`config.mk`:
```
export PLATFORM = sky130hd
export DESIGN_NAME = json_frame_completion_detector
export DESIGN_NICKNAME = d
export VERILOG_FILES = /design/src/design/jfcd_pkg.sv /design/src/design/json_frame_completion_detector.sv
export VERILOG_INCLUDE_DIRS = /design/src /design/src/design
export SDC_FILE = /design/constraint.sdc
export NUM_CORES = 1
export LEC_CHECK = 0
export ABC_AREA = 1
export BUFFER_PORTS_ARGS = -buffer_cell sky130_fd_sc_hd__buf_2
export CAP_MARGIN = 20
export CORE_UTILIZATION = 40
export DETAILED_ROUTE_END_ITERATION = 6
export PLACE_DENSITY_LB_ADDON = 0.12
export SLEW_MARGIN = 10
export SYNTH_ARGS = -nofsm -noshare
export SYNTH_HDL_FRONTEND = slang
export SYNTH_SLANG_ARGS = --single-unit
```
`constraint.sdc`:
```
create_clock -name clk_i -period 4.99 [get_ports clk_i]
set_input_delay 0.499 -clock clk_i [delete_from_list [all_inputs] [get_ports clk_i]]
set_output_delay 0.499 -clock clk_i [all_outputs]
set_load 0.01 [all_outputs]
```
`src/design/json_frame_completion_detector_defines.svh`:
```
// ---------------------------------------------------------------------------
// JSON frame completion detector: assertion macros
// Shared concurrent assertion forms, clocked on clk_i with reset disable.
// ---------------------------------------------------------------------------
`ifndef JSON_FRAME_COMPLETION_DETECTOR_DEFINES_SVH
`define JSON_FRAME_COMPLETION_DETECTOR_DEFINES_SVH

// Same-cycle implication, checked out of reset.
`define JFCD_ASSERT_NOW(label, ante, cons, msg) \
  label: assert property (@(posedge clk_i) disable iff (!rst_ni) (ante) |-> (cons)) \
    else $error(msg);

// Next-cycle implication, checked out of reset.
`define JFCD_ASSERT_NEXT(label, ante, cons, msg) \
  label: assert property (@(posedge clk_i) disable iff (!rst_ni) (ante) |=> (cons)) \
    else $error(msg);

`endif

```
`src/design/jfcd_pkg.sv`:
```
// ---------------------------------------------------------------------------
// JSON frame completion detector package
// Sizes, character codes, status and register codes, frame state type.
// ---------------------------------------------------------------------------
package jfcd_pkg;

  localparam int unsigned BUFFER_SIZE = 1024;
  localparam int unsigned COUNT_W     = $clog2(BUFFER_SIZE);
  localparam int unsigned DEPTH_W     = COUNT_W;
  localparam int unsigned MINLEN_W    = 10;
  localparam int unsigned TIMEOUT_W   = 16;
  localparam int unsigned CFG_DATA_W  = 16;
  localparam int unsigned IN_TDATA_W  = 8;
  localparam int unsigned OUT_TDATA_W = 32;
  localparam int unsigned STATUS_W    = 3;

  // Byte count at which the buffer is full; a byte arriving at this count is dropped.
  localparam logic [COUNT_W-1:0] COUNT_LIMIT = COUNT_W'(BUFFER_SIZE - 1);

  localparam logic [MINLEN_W-1:0]  MINLEN_RESET  = MINLEN_W'(20);
  localparam logic [TIMEOUT_W-1:0] TIMEOUT_RESET = TIMEOUT_W'(10000);

  localparam logic [7:0] CH_LBRACE    = 8'h7B;
  localparam logic [7:0] CH_RBRACE    = 8'h7D;
  localparam logic [7:0] CH_LBRACKET  = 8'h5B;
  localparam logic [7:0] CH_RBRACKET  = 8'h5D;
  localparam logic [7:0] CH_QUOTE     = 8'h22;
  localparam logic [7:0] CH_BACKSLASH = 8'h5C;

  typedef enum logic [STATUS_W-1:0] {
    ST_WAITING  = 3'd0,
    ST_COMPLETE = 3'd1,
    ST_TIMEOUT  = 3'd2,
    ST_OVERFLOW = 3'd3,
    ST_TICK     = 3'd4
  } status_e;

  typedef enum logic {
    CMD_BYTE = 1'b0,
    CMD_TICK = 1'b1
  } cmd_e;

  typedef enum logic {
    REG_MIN_FRAME_LENGTH = 1'b0,
    REG_TIMEOUT_MS       = 1'b1
  } reg_idx_e;

  typedef struct packed {
    logic [COUNT_W-1:0]   count;
    logic                 waiting;
    logic [TIMEOUT_W-1:0] elapsed;
    logic [DEPTH_W-1:0]   brace;
    logic [DEPTH_W-1:0]   bracket;
    logic                 in_str;
    logic [7:0]           prev;
    logic                 open;
    logic                 broken;
  } frame_t;

endpackage

```
`src/design/json_frame_completion_detector.sv`:
```
// ---------------------------------------------------------------------------
// JSON frame completion detector
// Per-byte brace/bracket/string scanner that flags the end of a JSON frame.
// ---------------------------------------------------------------------------
// Usage:
//   Slave stream carries one item per transaction: tuser = command (byte or
//   millisecond tick), tdata = received byte. Master stream returns exactly
//   one result per input transaction: tuser = status, tdata = frame length,
//   byte index and byte value for the downstream frame buffer.
//   An item accepted at one edge shows its result on the master side after
//   that edge. Throughput is one item per cycle while the receiver keeps up;
//   the frame state update is a single pass of compares and counter increments
//   between the input port and the result register.
//   When the receiver stalls, the result register holds its transaction and
//   s_axis_tready drops until that result is taken; when the result is taken
//   in the same cycle, a new item is accepted alongside it.
//   Reset clears the frame state and the result valid, and loads the
//   registers with min_frame_length = 20 and timeout_ms = 10000.
//   Write configuration only while no result is pending.
// ---------------------------------------------------------------------------
`include "json_frame_completion_detector_defines.svh"

module json_frame_completion_detector
  import jfcd_pkg::*;
(
  input  logic                   clk_i,
  input  logic                   rst_ni,
  // Configuration write port
  input  logic                   cfg_we_i,
  input  logic                   cfg_idx_i,
  input  logic [CFG_DATA_W-1:0]  cfg_data_i,
  // Input stream
  input  logic                   s_axis_tvalid,
  output logic                   s_axis_tready,
  input  logic [IN_TDATA_W-1:0]  s_axis_tdata,   // [7:0] data_byte
  input  logic                   s_axis_tuser,   // [0] cmd
  // Result stream
  output logic                   m_axis_tvalid,
  input  logic                   m_axis_tready,
  output logic [OUT_TDATA_W-1:0] m_axis_tdata,   // [9:0] frame_length,
                                                 // [19:10] byte_index,
                                                 // [27:20] byte_value, [31:28] 0
  output logic [STATUS_W-1:0]    m_axis_tuser    // [2:0] status
);

  // Configuration registers
  logic [MINLEN_W-1:0]  min_len_q;
  logic [TIMEOUT_W-1:0] timeout_q;

  always_ff @(posedge clk_i or negedge rst_ni) begin
    if (!rst_ni) begin
      min_len_q <= MINLEN_RESET;
      timeout_q <= TIMEOUT_RESET;
    end else if (cfg_we_i) begin
      case (reg_idx_e'(cfg_idx_i))
        REG_MIN_FRAME_LENGTH: min_len_q <= cfg_data_i[MINLEN_W-1:0];
        REG_TIMEOUT_MS:       timeout_q <= cfg_data_i[TIMEOUT_W-1:0];
        default: ;
      endcase
    end
  end

  // Handshake: the result register frees up when empty or being drained.
  logic in_fire;
  logic out_fire;

  assign out_fire      = m_axis_tvalid && m_axis_tready;
  assign s_axis_tready = !m_axis_tvalid || m_axis_tready;
  assign in_fire       = s_axis_tvalid && s_axis_tready;

  frame_t frame_q, frame_d;

  logic [7:0] byte_in;
  assign byte_in = s_axis_tdata[7:0];

  // Structural scan of the incoming byte; a broken scan freezes.
  logic               str_nxt;
  logic [DEPTH_W-1:0] brace_nxt;
  logic [DEPTH_W-1:0] bracket_nxt;
  logic               broken_nxt;

  always_comb begin
    str_nxt     = frame_q.in_str;
    brace_nxt   = frame_q.brace;
    bracket_nxt = frame_q.bracket;
    broken_nxt  = frame_q.broken;
    if (!frame_q.broken) begin
      // Open a string on any quote; close it unless escaped.
      if (byte_in == CH_QUOTE) begin
        if (!frame_q.in_str) begin
          str_nxt = 1'b1;
        end else if (frame_q.prev != CH_BACKSLASH) begin
          str_nxt = 1'b0;
        end
      end
      if (!str_nxt) begin
        if (byte_in == CH_LBRACE) begin
          brace_nxt = frame_q.brace + DEPTH_W'(1);
        end else if (byte_in == CH_RBRACE) begin
          if (frame_q.brace == '0) begin
            broken_nxt = 1'b1;
          end else begin
            brace_nxt = frame_q.brace - DEPTH_W'(1);
          end
        end else if (byte_in == CH_LBRACKET) begin
          bracket_nxt = frame_q.bracket + DEPTH_W'(1);
        end else if (byte_in == CH_RBRACKET) begin
          if (frame_q.bracket == '0) begin
            broken_nxt = 1'b1;
          end else begin
            bracket_nxt = frame_q.bracket - DEPTH_W'(1);
          end
        end
      end
    end
  end

  // Counters and completion check
  logic [COUNT_W-1:0]   count_inc;
  logic [TIMEOUT_W-1:0] elapsed_inc;
  logic                 open_nxt;
  logic                 done;

  assign count_inc   = frame_q.count + COUNT_W'(1);
  assign elapsed_inc = (frame_q.elapsed == '1) ? frame_q.elapsed
                                               : frame_q.elapsed + TIMEOUT_W'(1);
  assign open_nxt    = (frame_q.count == '0) ? (byte_in == CH_LBRACE) : frame_q.open;
  assign done        = (MINLEN_W'(count_inc) >= min_len_q) && open_nxt
                       && (byte_in == CH_RBRACE) && (brace_nxt == '0)
                       && (bracket_nxt == '0) && !str_nxt && !broken_nxt;

  status_e            status_d;
  logic [COUNT_W-1:0] len_d;
  logic [COUNT_W-1:0] idx_d;
  logic [7:0]         val_d;

  always_comb begin
    frame_d  = frame_q;
    status_d = ST_TICK;
    len_d    = frame_q.count;
    idx_d    = '0;
    val_d    = '0;
    if (cmd_e'(s_axis_tuser) == CMD_TICK) begin
      // Count ticks only while a frame is waiting.
      if (frame_q.waiting) begin
        if (elapsed_inc >= timeout_q) begin
          frame_d  = '0;
          status_d = ST_TIMEOUT;
        end else begin
          frame_d.elapsed = elapsed_inc;
        end
      end
    end else if (frame_q.count >= COUNT_LIMIT) begin
      // Drop the byte and discard the frame.
      frame_d  = '0;
      status_d = ST_OVERFLOW;
    end else begin
      idx_d = frame_q.count;
      val_d = byte_in;
      len_d = count_inc;
      if (done) begin
        frame_d  = '0;
        status_d = ST_COMPLETE;
      end else begin
        frame_d.count   = count_inc;
        frame_d.waiting = 1'b1;
        frame_d.elapsed = frame_q.waiting ? frame_q.elapsed : '0;
        frame_d.brace   = brace_nxt;
        frame_d.bracket = bracket_nxt;
        frame_d.in_str  = str_nxt;
        frame_d.prev    = byte_in;
        frame_d.open    = open_nxt;
        frame_d.broken  = broken_nxt;
        status_d        = ST_WAITING;
      end
    end
  end

  // Frame state and result valid
  logic out_valid_q;

  always_ff @(posedge clk_i or negedge rst_ni) begin
    if (!rst_ni) begin
      frame_q     <= '0;
      out_valid_q <= 1'b0;
    end else begin
      if (in_fire) begin
        frame_q <= frame_d;
      end
      if (in_fire) begin
        out_valid_q <= 1'b1;
      end else if (out_fire) begin
        out_valid_q <= 1'b0;
      end
    end
  end

  // Result payload: load on accept, hold while stalled.
  status_e            status_q;
  logic [COUNT_W-1:0] len_q;
  logic [COUNT_W-1:0] idx_q;
  logic [7:0]         val_q;

  always_ff @(posedge clk_i) begin
    if (in_fire) begin
      status_q <= status_d;
      len_q    <= len_d;
      idx_q    <= idx_d;
      val_q    <= val_d;
    end
  end

  assign m_axis_tvalid = out_valid_q;
  assign m_axis_tuser  = status_q;
  assign m_axis_tdata  = {4'b0000, val_q, idx_q, len_q};

  // Assertions
  `JFCD_ASSERT_NOW(a_idle_clean, !frame_q.waiting,
      (frame_q.count == '0) && (frame_q.elapsed == '0) && !frame_q.broken,
      "idle frame state is not clear")
  `JFCD_ASSERT_NOW(a_stall_blocks, m_axis_tvalid && !m_axis_tready, !s_axis_tready,
      "input accepted while result is stalled")
  `JFCD_ASSERT_NOW(a_complete_brace, m_axis_tvalid && (status_q == ST_COMPLETE),
      val_q == CH_RBRACE, "frame completed on a byte other than closing brace")
  `JFCD_ASSERT_NEXT(a_clear_after_end,
      in_fire && ((status_d == ST_COMPLETE) || (status_d == ST_TIMEOUT)
                  || (status_d == ST_OVERFLOW)),
      !frame_q.waiting && (frame_q.count == '0), "frame not cleared after its end")

endmodule

```
==> metrics, run 1 <==
Sink Count 116; post-CTS setup buffers 0; Met2 Routed Length 8420 microns; DR vias/cell 4.96; Cells after DPL 1279; drt drc 0; clock slew at reported path FFs 0.06 ns; # IOs 68; Clock Latency Late Sink 0.43 ns; #FFs+latches synth 116; Tcrit/Tclk final 0.817; ant diodes 0; Max clock buf depth 2; dpl cell area 7910 sq um; Mapped Cells 1012; final cell count without fillers 1311; layout cell share with drive strength beyond 1 0.124; crit-path max FO 20; post-synthesis cell type count 47; static leakage 0.00423 uW; Area growth syn-to-layout 15.1%; CTS tree built; Critical Path Source frame_q[48]; Post-synth top cells nand2_1 (263), inv_1 (152), nor2_1 (102); gp weighted congestion 0.870; HPWL after DPL 13000 microns; drt pass-1 iters 5; relative slew slack 0.397; Max VDD drop 0.272 mV; Final Max Tran Viols 0; Highest Signal Layer met4; Nets 1133; core box area 18000 sq um; largest net degree at the start of global routing 57; IO Port Bufs 63; CTS Buf Count 17; Initial DRC Count 447; # resized after CTS 0; Avg Inst Size Synth 7.31 sq um; via count 6499; M1 wire length 8980 microns; power density cells 358 nW/um^2; Hold WC Path Type primary input to asynchronous set/reset pin; r2r worst-path depth 21; Max Fclk 245 MHz; Root Buffer clkbuf_16; register area share after synthesis 0.414; Fin. Hold Viols 0; Arr. time, crit path 4.39 ns; critical path startpoint category flip-flop; Tightest Pin Transition 0.903 ns; count of final setup violators 0; global-route wire length before repair 31200 microns; RSZ-0062 raised after global routing false; RR Endpoint frame_q[41]; critical path endpoint category flip-flop; vias in the first global route 6235; run status finished, final reports clean; Setup CP Type flip-flop to flip-flop; Synth async-reset ratio 0.733; R2R Setup Slk 0.91 ns; count leader, synth nand2_1; Met3 Routed Length 589 microns; max capacitance violation total 0; WL per Instance 13.9 microns; height of the die 138 microns; Post-Syn Area 7400 sq um; post-route ant nets 0; initial antenna violation count 0; Area contributors post-synth dfrtp_1 (26%), nand2_1 (13%), edfxtp_1 (13%); hold_buf cts 0; yosys warns 0; Finished Cell Area 8520 sq um; total die area 19000 sq um; # rows 49; Min Clock Period, post-route 4.08 ns; Congestion Overflow GR 0; H-tree levels 4; total negative slack 0 ns; Synth area leader dfrtp_1; Post-synth EDFFs 31; Yosys top cell area share 0.264; Reg-to-Reg Start frame_q[48]; CP required 5.30 ns; Worst Clk Skew 0.0125 ns; Starting Density 0.411; chip width 138 microns; prevailing post-synth register cell dfrtp_1; drt total wl 18200 microns; gr usage total 0.202
==> flip-flops by register name (all words and copies together) (netlist names) <==
| name | count |
|---|---|
| len_q | 10 |
| m_axis_tuser | 3 |
| val_q | 8 |
| timeout_q | 16 |
| m_axis_tvalid | 1 |
| idx_q | 10 |
| min_len_q | 10 |
| frame_q | 58 |
==> cells in the final DEF (no fill, tap or decap), types with 8 or more instances in the layout <==
master	netlist	final
a21oi_1	23	23
buf_2	1	62
buf_4	6	8
clkbuf_16	0	17
dfrtp_1	78	78
edfxtp_1	31	31
ha_1	33	33
inv_1	152	152
nand2_1	263	263
nand3_1	71	71
nand4_1	36	36
nor2_1	102	102
nor3_1	31	31
o21ai_0	77	77
xor2_1	16	16
==> critical path, cell delays in order, from the launching register on <==
cell and delay [ns]:
dfrtp_1 0.44, inv_1 0.13, nor3_1 0.21, inv_1 0.07, nor2_1 0.09, inv_1 0.07
nor2_1 0.12, inv_1 0.08, o21ai_0 0.24, inv_1 0.13, ha_1 0.31, nand2_1 0.07
nor4_1 0.28, a31oi_1 0.17, nor2_1 0.14, nand2_1 0.06, nor2_1 0.12, nand3_2 0.45
nand3_4 0.38, nand2_4 0.19, nand2_1 0.12, nand2_1 0.06
==> final cells by class <==
| class | instances | area [sq um] |
|---|---|---|
| Timing Repair Buffer | 71 | 390 |
| Fill cell | 1814 | 9510 |
| Clock inverter | 15 | 185 |
| Multi-Input combinational cell | 708 | 3580 |
| Tap cell | 229 | 287 |
| Clock buffer | 17 | 425 |
| Sequential cell | 116 | 3070 |
| Inverter | 155 | 582 |
==> kinds of logic (layout without fill, tap and decap cells) <==
| logic type | count (synthesis) | count (layout) | synth area share |
|---|---|---|---|
| buf+inv | 191 | 258 | 0.103 |
| compound gates | 126 | 126 | 0.0937 |
| other cells | 1 | 4 | 0.000507 |
| fa+ha+maj | 33 | 33 | 0.0558 |
| simple gates | 527 | 527 | 0.311 |
| xor+xnor | 18 | 18 | 0.0213 |
| flops | 116 | 116 | 0.414 |
==> power breakdown <==
part	switching, uW	internal, uW
logic	410	204
registers	70.1	1090
clock network	519	761
total	1000	2050
==> layer usage <==
layer	vias up	global-route usage
met2	129	0.318
met1	2968	0.284
met5	-	0
met4	0	0.0694
li1	3384	-
met3	18	0.0301
==> how the worst max path moves through the flow <==
stage	to	slack [ns]	cells after the start
after floorplan	frame_q[52]	1.56	21
after global placement	frame_q[32]	0.92	21
after detailed placement	frame_q[41]	0.90	21
after CTS	frame_q[43]	0.88	21
after global routing	frame_q[43]	0.39	21
final	frame_q[41]	0.91	21
==> stage by stage <==
step            util  setup WS (ns)  power, uW  hold WS, ns
4_1_cts        0.473          0.884       3080        0.174
2_1_floorplan      -           1.56       1600        0.203
5_1_grt        0.473          0.391       3230        0.205
3_5_place_dp   0.439          0.898       1790        0.469
3_3_place_gp   0.439          0.916       1790        0.466
6_report       0.473          0.912       3050        0.138
Power figures use the tool's default switching activity.
==> inputs of run 2 (changes only) <==
clock period = 3.7 ns   (was 4.99 ns; I/O delays follow)
==> run 2 against run 1 <==
Net effect: die area did not move; hold slack better by 0.043 ns; register-to-register slack worse by 0.53 ns; clock skew shrank 0.0044 ns; via count rose by 2.7%; sequential power grew 34%; global-route usage increased by 0.45 points; largest power group unchanged; cell area is 2.4% higher; first-iteration DRC count shrank 22%; highest routed layer unchanged.
==> metrics, run 2 (same netlist as run 1, synthesis figures left out) <==
Max VDD drop 0.324 mV (+19%); Hold WS 0.181 ns (+0.0430 ns); Min Clock Period, post-route 3.32 ns (-0.755 ns); largest net degree at the start of global routing 43 (-25%); Reg-to-Reg Start frame_q[31]; RR Endpoint frame_q[11]; Final Max Tran Viols 0 (unchanged); core box area 18000 sq um (unchanged); critical path endpoint category flip-flop; critical path startpoint category flip-flop; total negative slack 0 ns (unchanged); # IOs 68 (unchanged); Setup CP Type flip-flop to flip-flop; # rows 49 (unchanged); global-route wire length before repair 31900 microns (+2.4%); clock slew at reported path FFs 0.06 ns (about the same); ant diodes 0 (unchanged); drt drc 0 (unchanged); max capacitance violation total 0 (unchanged); r2r worst-path depth 25 (+19%); total die area 19000 sq um (unchanged); beginning of the worst hold path cfg_data_i[9]; chip width 138 microns (unchanged); H-tree levels 4 (unchanged); Hold WC Path Type primary input to flip-flop; Starting Density 0.411 (unchanged); Biggest register frame_q; crit-path max FO 22 (+10%); Sink Count 116 (unchanged); dpl cell area 7990 sq um (+1.0%); count of final setup violators 0 (unchanged); Congestion Overflow GR 0 (unchanged); CTS tree built; most frequent cells in the layout nand2_1 (262), inv_1 (152), nor2_1 (101); via count 6674 (+2.7%); Finished Cell Area 8720 sq um (+2.4%); Clock Latency Late Sink 0.42 ns (about the same); initial antenna violation count 0 (unchanged); most common cell after layout, fill and taps aside nand2_1; Largest regs frame_q x58, timeout_q x16; height of the die 138 microns (unchanged); CP required 3.99 ns (-1.31 ns); drt pass-1 iters 5 (unchanged); Root Buffer clkbuf_16; R2R Setup Slk 0.38 ns (-0.53 ns); WL per Instance 14.4 microns (+3.4%); Tcrit/Tclk final 0.898 (+0.0809); power density cells 462 nW/um^2 (+29%); drt total wl 19100 microns (+4.8%); fillers 1808 (-0.33%); Initial DRC Count 350 (-22%); Fin. Hold Viols 0 (unchanged); number of flip-flops in the largest register 58 (unchanged); IO Port Bufs 63 (unchanged); Arr. time, crit path 3.61 ns (-0.78 ns); vias in the first global route 6352 (+1.9%); Area growth syn-to-layout 17.9%; gr usage total 0.207 (+0.00448); Nets 1151 (+1.6%); layout cell share with drive strength beyond 1 0.146 (+0.0225); relative slew slack 0.346 (-0.0501); DR vias/cell 5.02 (+1.3%); Max Fclk 301 MHz (+23%); Max clock buf depth 2 (unchanged); gp weighted congestion 0.868 (-0.17%); Worst Hold Endpoint timeout_q[9]; run status finished, final reports clean; post-route ant nets 0 (unchanged); HPWL after DPL 13500 microns (+3.5%); Hold Crit Depth 3; Tightest Pin Transition 0.979 ns (+0.0763 ns); static leakage 0.00432 uW (+2.0%); Worst Clk Skew 0.00816 ns (-0.00438 ns); CTS Buf Count 17 (unchanged)
==> run 2: changes by cell type in the layout (fill, tap and decap cells not counted), sizes merged <==
cell,before,now
inv,164,159
clkinv,3,5
clkinvlp,1,4
clkbuf,17,19
dlygate4sd3,0,1
bufinv,2,1
buf,71,87
==> run 2: final cells by class <==
cell class                      count  area, sq um  share of cell area
Multi-Input combinational cell    708         3650               0.419
Clock inverter                     14          126              0.0145
Timing Repair Buffer               89          578              0.0663
Tap cell                          229          287              0.0328
Sequential cell                   116         3070               0.352
Clock buffer                       18          429              0.0492
Inverter                          155          584              0.0670
==> run 2: critical path, stage by stage, from the launching register on <==
cell and delay [ns]:
dfrtp_1 0.35, ha_2 0.22, nand3_2 0.13, nor3_4 0.21, nand4_1 0.24, inv_1 0.13, nor2_1 0.05, a21oi_1 0.17
ha_1 0.26, o21ai_0 0.07, a21boi_0 0.09, o21ai_0 0.16, nand2_1 0.07, nand2_1 0.06, nand2_1 0.05, nand2_1 0.06
nand2_1 0.05, nand2_1 0.05, nand2_1 0.04, nand2_1 0.05, nand2_1 0.13, nand2_2 0.16, inv_4 0.07, buf_12 0.15
nand4_1 0.07, o21ai_0 0.10
==> run 2: what timing repair did <==
item / CTS / global route
hold buffers: 1 / 0
resized for setup: 0 / 18
buffers inserted: 0 / 7
endpoints found under the setup margin: 0 / 61
hold endpoints to repair: 35 / 0
==> run 2: per-layer routing <==
metal,vias to the layer above,global-route usage,wire [microns]
met3,19,0.0353,720
li1,3428,-,-
met2,140,0.324,8570
met1,3087,0.290,9570
met5,-,0,0
met4,0,0.0654,221
==> run 2: how the worst max path moves through the flow <==
| stage | start | endpoint | slack [ns] |
|---|---|---|---|
| after floorplan | frame_q[31] | frame_q[52] | 0.27 |
| after global placement | frame_q[48] | frame_q[35] | 0.07 |
| after detailed placement | frame_q[48] | frame_q[43] | 0.08 |
| after CTS | frame_q[48] | frame_q[34] | 0.05 |
| after global routing | frame_q[31] | frame_q[21] | -0.03 |
| final | frame_q[31] | frame_q[11] | 0.38 |
==> run 2: per-stage QoR <==
| stage | utilization | setup WS [ns] | total power (uW) | cells |
|---|---|---|---|---|
| floorplan | - | 0.265 | 2160 | 1015 |
| global placement | 0.443 | 0.0656 | 2430 | 1288 |
| detailed placement | 0.443 | 0.0816 | 2430 | 1288 |
| CTS | 0.475 | 0.0542 | 4020 | 1321 |
| global route | 0.484 | -0.0259 | 4260 | 1329 |
| finish | 0.484 | 0.377 | 4030 | 1329 |
==> run 2: where the power goes <==
part | leakage, uW | internal [uW] | switching [uW]
combinational | 0.00264 | 313 | 587
sequential | 0.00141 | 1470 | 88.8
clock | 0.000262 | 928 | 644
total | 0.00432 | 2710 | 1320
==> inputs of run 3 (changes only) <==
CELL_PAD_IN_SITES_DETAIL_PLACEMENT = 1   (was unset)
CELL_PAD_IN_SITES_GLOBAL_PLACEMENT = 2   (was unset)
CORE_UTILIZATION = 31   (was 40)
SLEW_MARGIN = 30   (was 10)
TNS_END_PERCENT = 10   (was unset)
==> run 3 against run 2 <==
Net effect: wire length increased by 19%; fmax decreased by 3.4%; clock-buffer cell count decreased by 1; hold slack got worse by 0.14 ns; clock skew increased by 0.0045 ns; final cell count increased by 6.6%; power increased by 3.0%; combinational power increased by 1%; setup slack got worse by 0.12 ns; critical path depth decreased by 5; first-iteration DRC count increased by 13%; critical path type unchanged; largest power group unchanged; highest routed layer unchanged.
==> metrics, run 3 (same netlist as run 1, synthesis figures left out) <==
Min Clock Period, post-route 3.44 ns (+0.117 ns); Root Buffer clkbuf_16; clock slew at reported path FFs 0.07 ns (about the same); IO Port Bufs 63 (unchanged); Area growth syn-to-layout 19.7%; CTS Buf Count 17 (unchanged); critical path startpoint category flip-flop; Clock Latency Late Sink 0.43 ns (about the same); register area 3070 sq um (unchanged); total negative slack 0 ns (unchanged); crit-path max FO 28 (+27%); gr usage total 0.196 (-0.0108); Critical Path Source frame_q[32]; height of the die 157 microns (+13%); # rows 56 (+14%); Sequential Power Share 0.377 (-0.009); Combinational Power Share 0.219 (-0.005); Final Max Tran Viols 0 (unchanged); via count 6807 (+2.0%); chip width 157 microns (+13%); DR vias/cell 4.80 (-4.3%); drt drc 0 (unchanged); WL per Instance 16.1 microns (+12%); most common cell after layout, fill and taps aside nand2_1; H-tree levels 4 (unchanged); fillers 2917 (+61%); most frequent cells in the layout nand2_1 (260), inv_1 (151), nor2_1 (99); Setup CP Type flip-flop to flip-flop; Sink Count 116 (unchanged); Max VDD drop 0.290 mV (-10%); footprint of the multi-input gates 3670 sq um (+0.55%); largest net degree at the start of global routing 54 (+26%); critical path endpoint category flip-flop; Most Crowded Layer GR met2; Max clock buf depth 2 (unchanged); number of flip-flops in the largest register 58 (unchanged); met1 usage 0.263 (-0.0279); Worst Clk Skew 0.0126 ns (+0.00446 ns); hold_buf cts 0 (-1); layout cell share with drive strength beyond 1 0.154 (+0.00755); ant diodes 0 (unchanged); net switching fraction of the power 0.355 (+0.0274); Internal 2670 uW (-1.2%); Nets 1149 (-0.17%); initial antenna violation count 0 (unchanged); Worst Slack Setup Final 0.260 ns (-0.117 ns); dpl cell area 8110 sq um (+1.5%); Max Fclk 291 MHz (-3.4%); max capacitance violation total 0 (unchanged); Biggest register frame_q; static leakage 0.00432 uW (+0.13%); CTS tree built; Hold WC Path Type primary input to asynchronous set/reset pin; Arr. time, crit path 3.74 ns (+0.13 ns); drt pass-1 iters 4 (-1); M3 GR Usage 0.0216 (-0.0137); Clock Power Share 0.404 (+0.014); switching power total 1470 uW (+12%); core box area 23500 sq um (+30%); Initial DRC Count 395 (+13%); global-route wire length before repair 37000 microns (+16%); vias in the first global route 6955 (+9.5%); post-route ant nets 0 (unchanged); Congestion Overflow GR 0 (unchanged); HPWL after DPL 16400 microns (+22%); Tightest Pin Transition 0.805 ns (-0.174 ns); final core utilization 0.377 (-0.107); grt met2 use 0.333 (+0.00843); run status finished, final reports clean; Largest regs frame_q x58, timeout_q x16; gp weighted congestion 0.768 (-12%); drt total wl 22800 microns (+19%); Finished Cell Area 8860 sq um (+1.5%); Tcrit/Tclk final 0.930 (+0.0316); dpl ws -0.0332 ns (-0.115 ns); CP required 4.00 ns (about the same); Reg-to-Reg Start frame_q[32]; power density cells 468 nW/um^2 (+1.4%); # IOs 68 (unchanged); Starting Density 0.315 (-0.0953); total die area 24500 sq um (+29%); count of final setup violators 0 (unchanged); Fin. Hold Viols 0 (unchanged); relative slew slack 0.463 (+0.117)
-- run 3: final timing paths --
check	endpoint	slack, ns	cells after the start
setup / recovery	frame_q[12]	0.26	20
hold / removal	frame_q[52]	0.04	1
setup reg to reg	frame_q[12]	0.26	20
hold reg to reg	frame_q[6]	0.48	2
max in group asynchronous	timeout_q[13]	2.81	2
min in group clk_i	timeout_q[10]	0.17	3
-- run 3: metrics by stage --
step	hold WS [ns]	std cells	power (uW)
2_1_floorplan	0.0744	1015	2160
3_3_place_gp	0.467	1379	2450
3_5_place_dp	0.469	1379	2470
4_1_cts	0.0547	1412	4170
5_1_grt	0.0859	1417	4390
6_report	0.0378	1417	4150
-- run 3: power groups by stage --
| stage | clock network [uW] | registers, uW | logic (uW) |
|---|---|---|---|
| after floorplan | 0 | 1570 | 587 |
| after global placement | 0 | 1580 | 871 |
| after detailed placement | 0 | 1590 | 886 |
| after CTS | 1710 | 1560 | 898 |
| after global routing | 1760 | 1580 | 1050 |
| final | 1680 | 1560 | 909 |
-- run 3: layout make-up --
class                      instances  share of cell area
multi-input combinational        708               0.414
tap                              319              0.0451
clock buffer                      17              0.0480
clock inverter                    15              0.0169
timing repair buffer              87              0.0633
inverter                         155              0.0660
sequential                       116               0.346
-- run 3: what timing repair did --
| item | CTS | global route |
|---|---|---|
| setup buffers | 1 | 4 |
| gates resized for setup | 0 | 28 |
| gates cloned | 0 | 1 |
| endpoints found under the setup margin | 16 | 61 |
| endpoints found under the hold margin | 0 | 0 |
| pin swaps | 0 | 7 |
-- run 3: routing by layer --
| metal | wire length [microns] | vias up |
|---|---|---|
| li1 | - | 3402 |
| met1 | 11100 | 3300 |
| met2 | 10800 | 85 |
| met3 | 534 | 20 |
| met4 | 276 | 0 |
| met5 | 0 | - |
-- run 3: critical path: stages, from the launching register on --
cell and delay (ns):
dfrtp_1 0.40, ha_2 0.23, nand3_2 0.11, nor3_2 0.25, buf_4 0.17, nand2_1 0.07
nor2_2 0.14, nand2_1 0.06, o21ai_0 0.16, buf_4 0.15, inv_1 0.04, ha_1 0.16
a21oi_1 0.16, nor2_1 0.06, a2111oi_0 0.46, nand2_2 0.16, nand2_4 0.13, inv_4 0.07
buf_12 0.16, nand4_1 0.08, o21ai_0 0.09
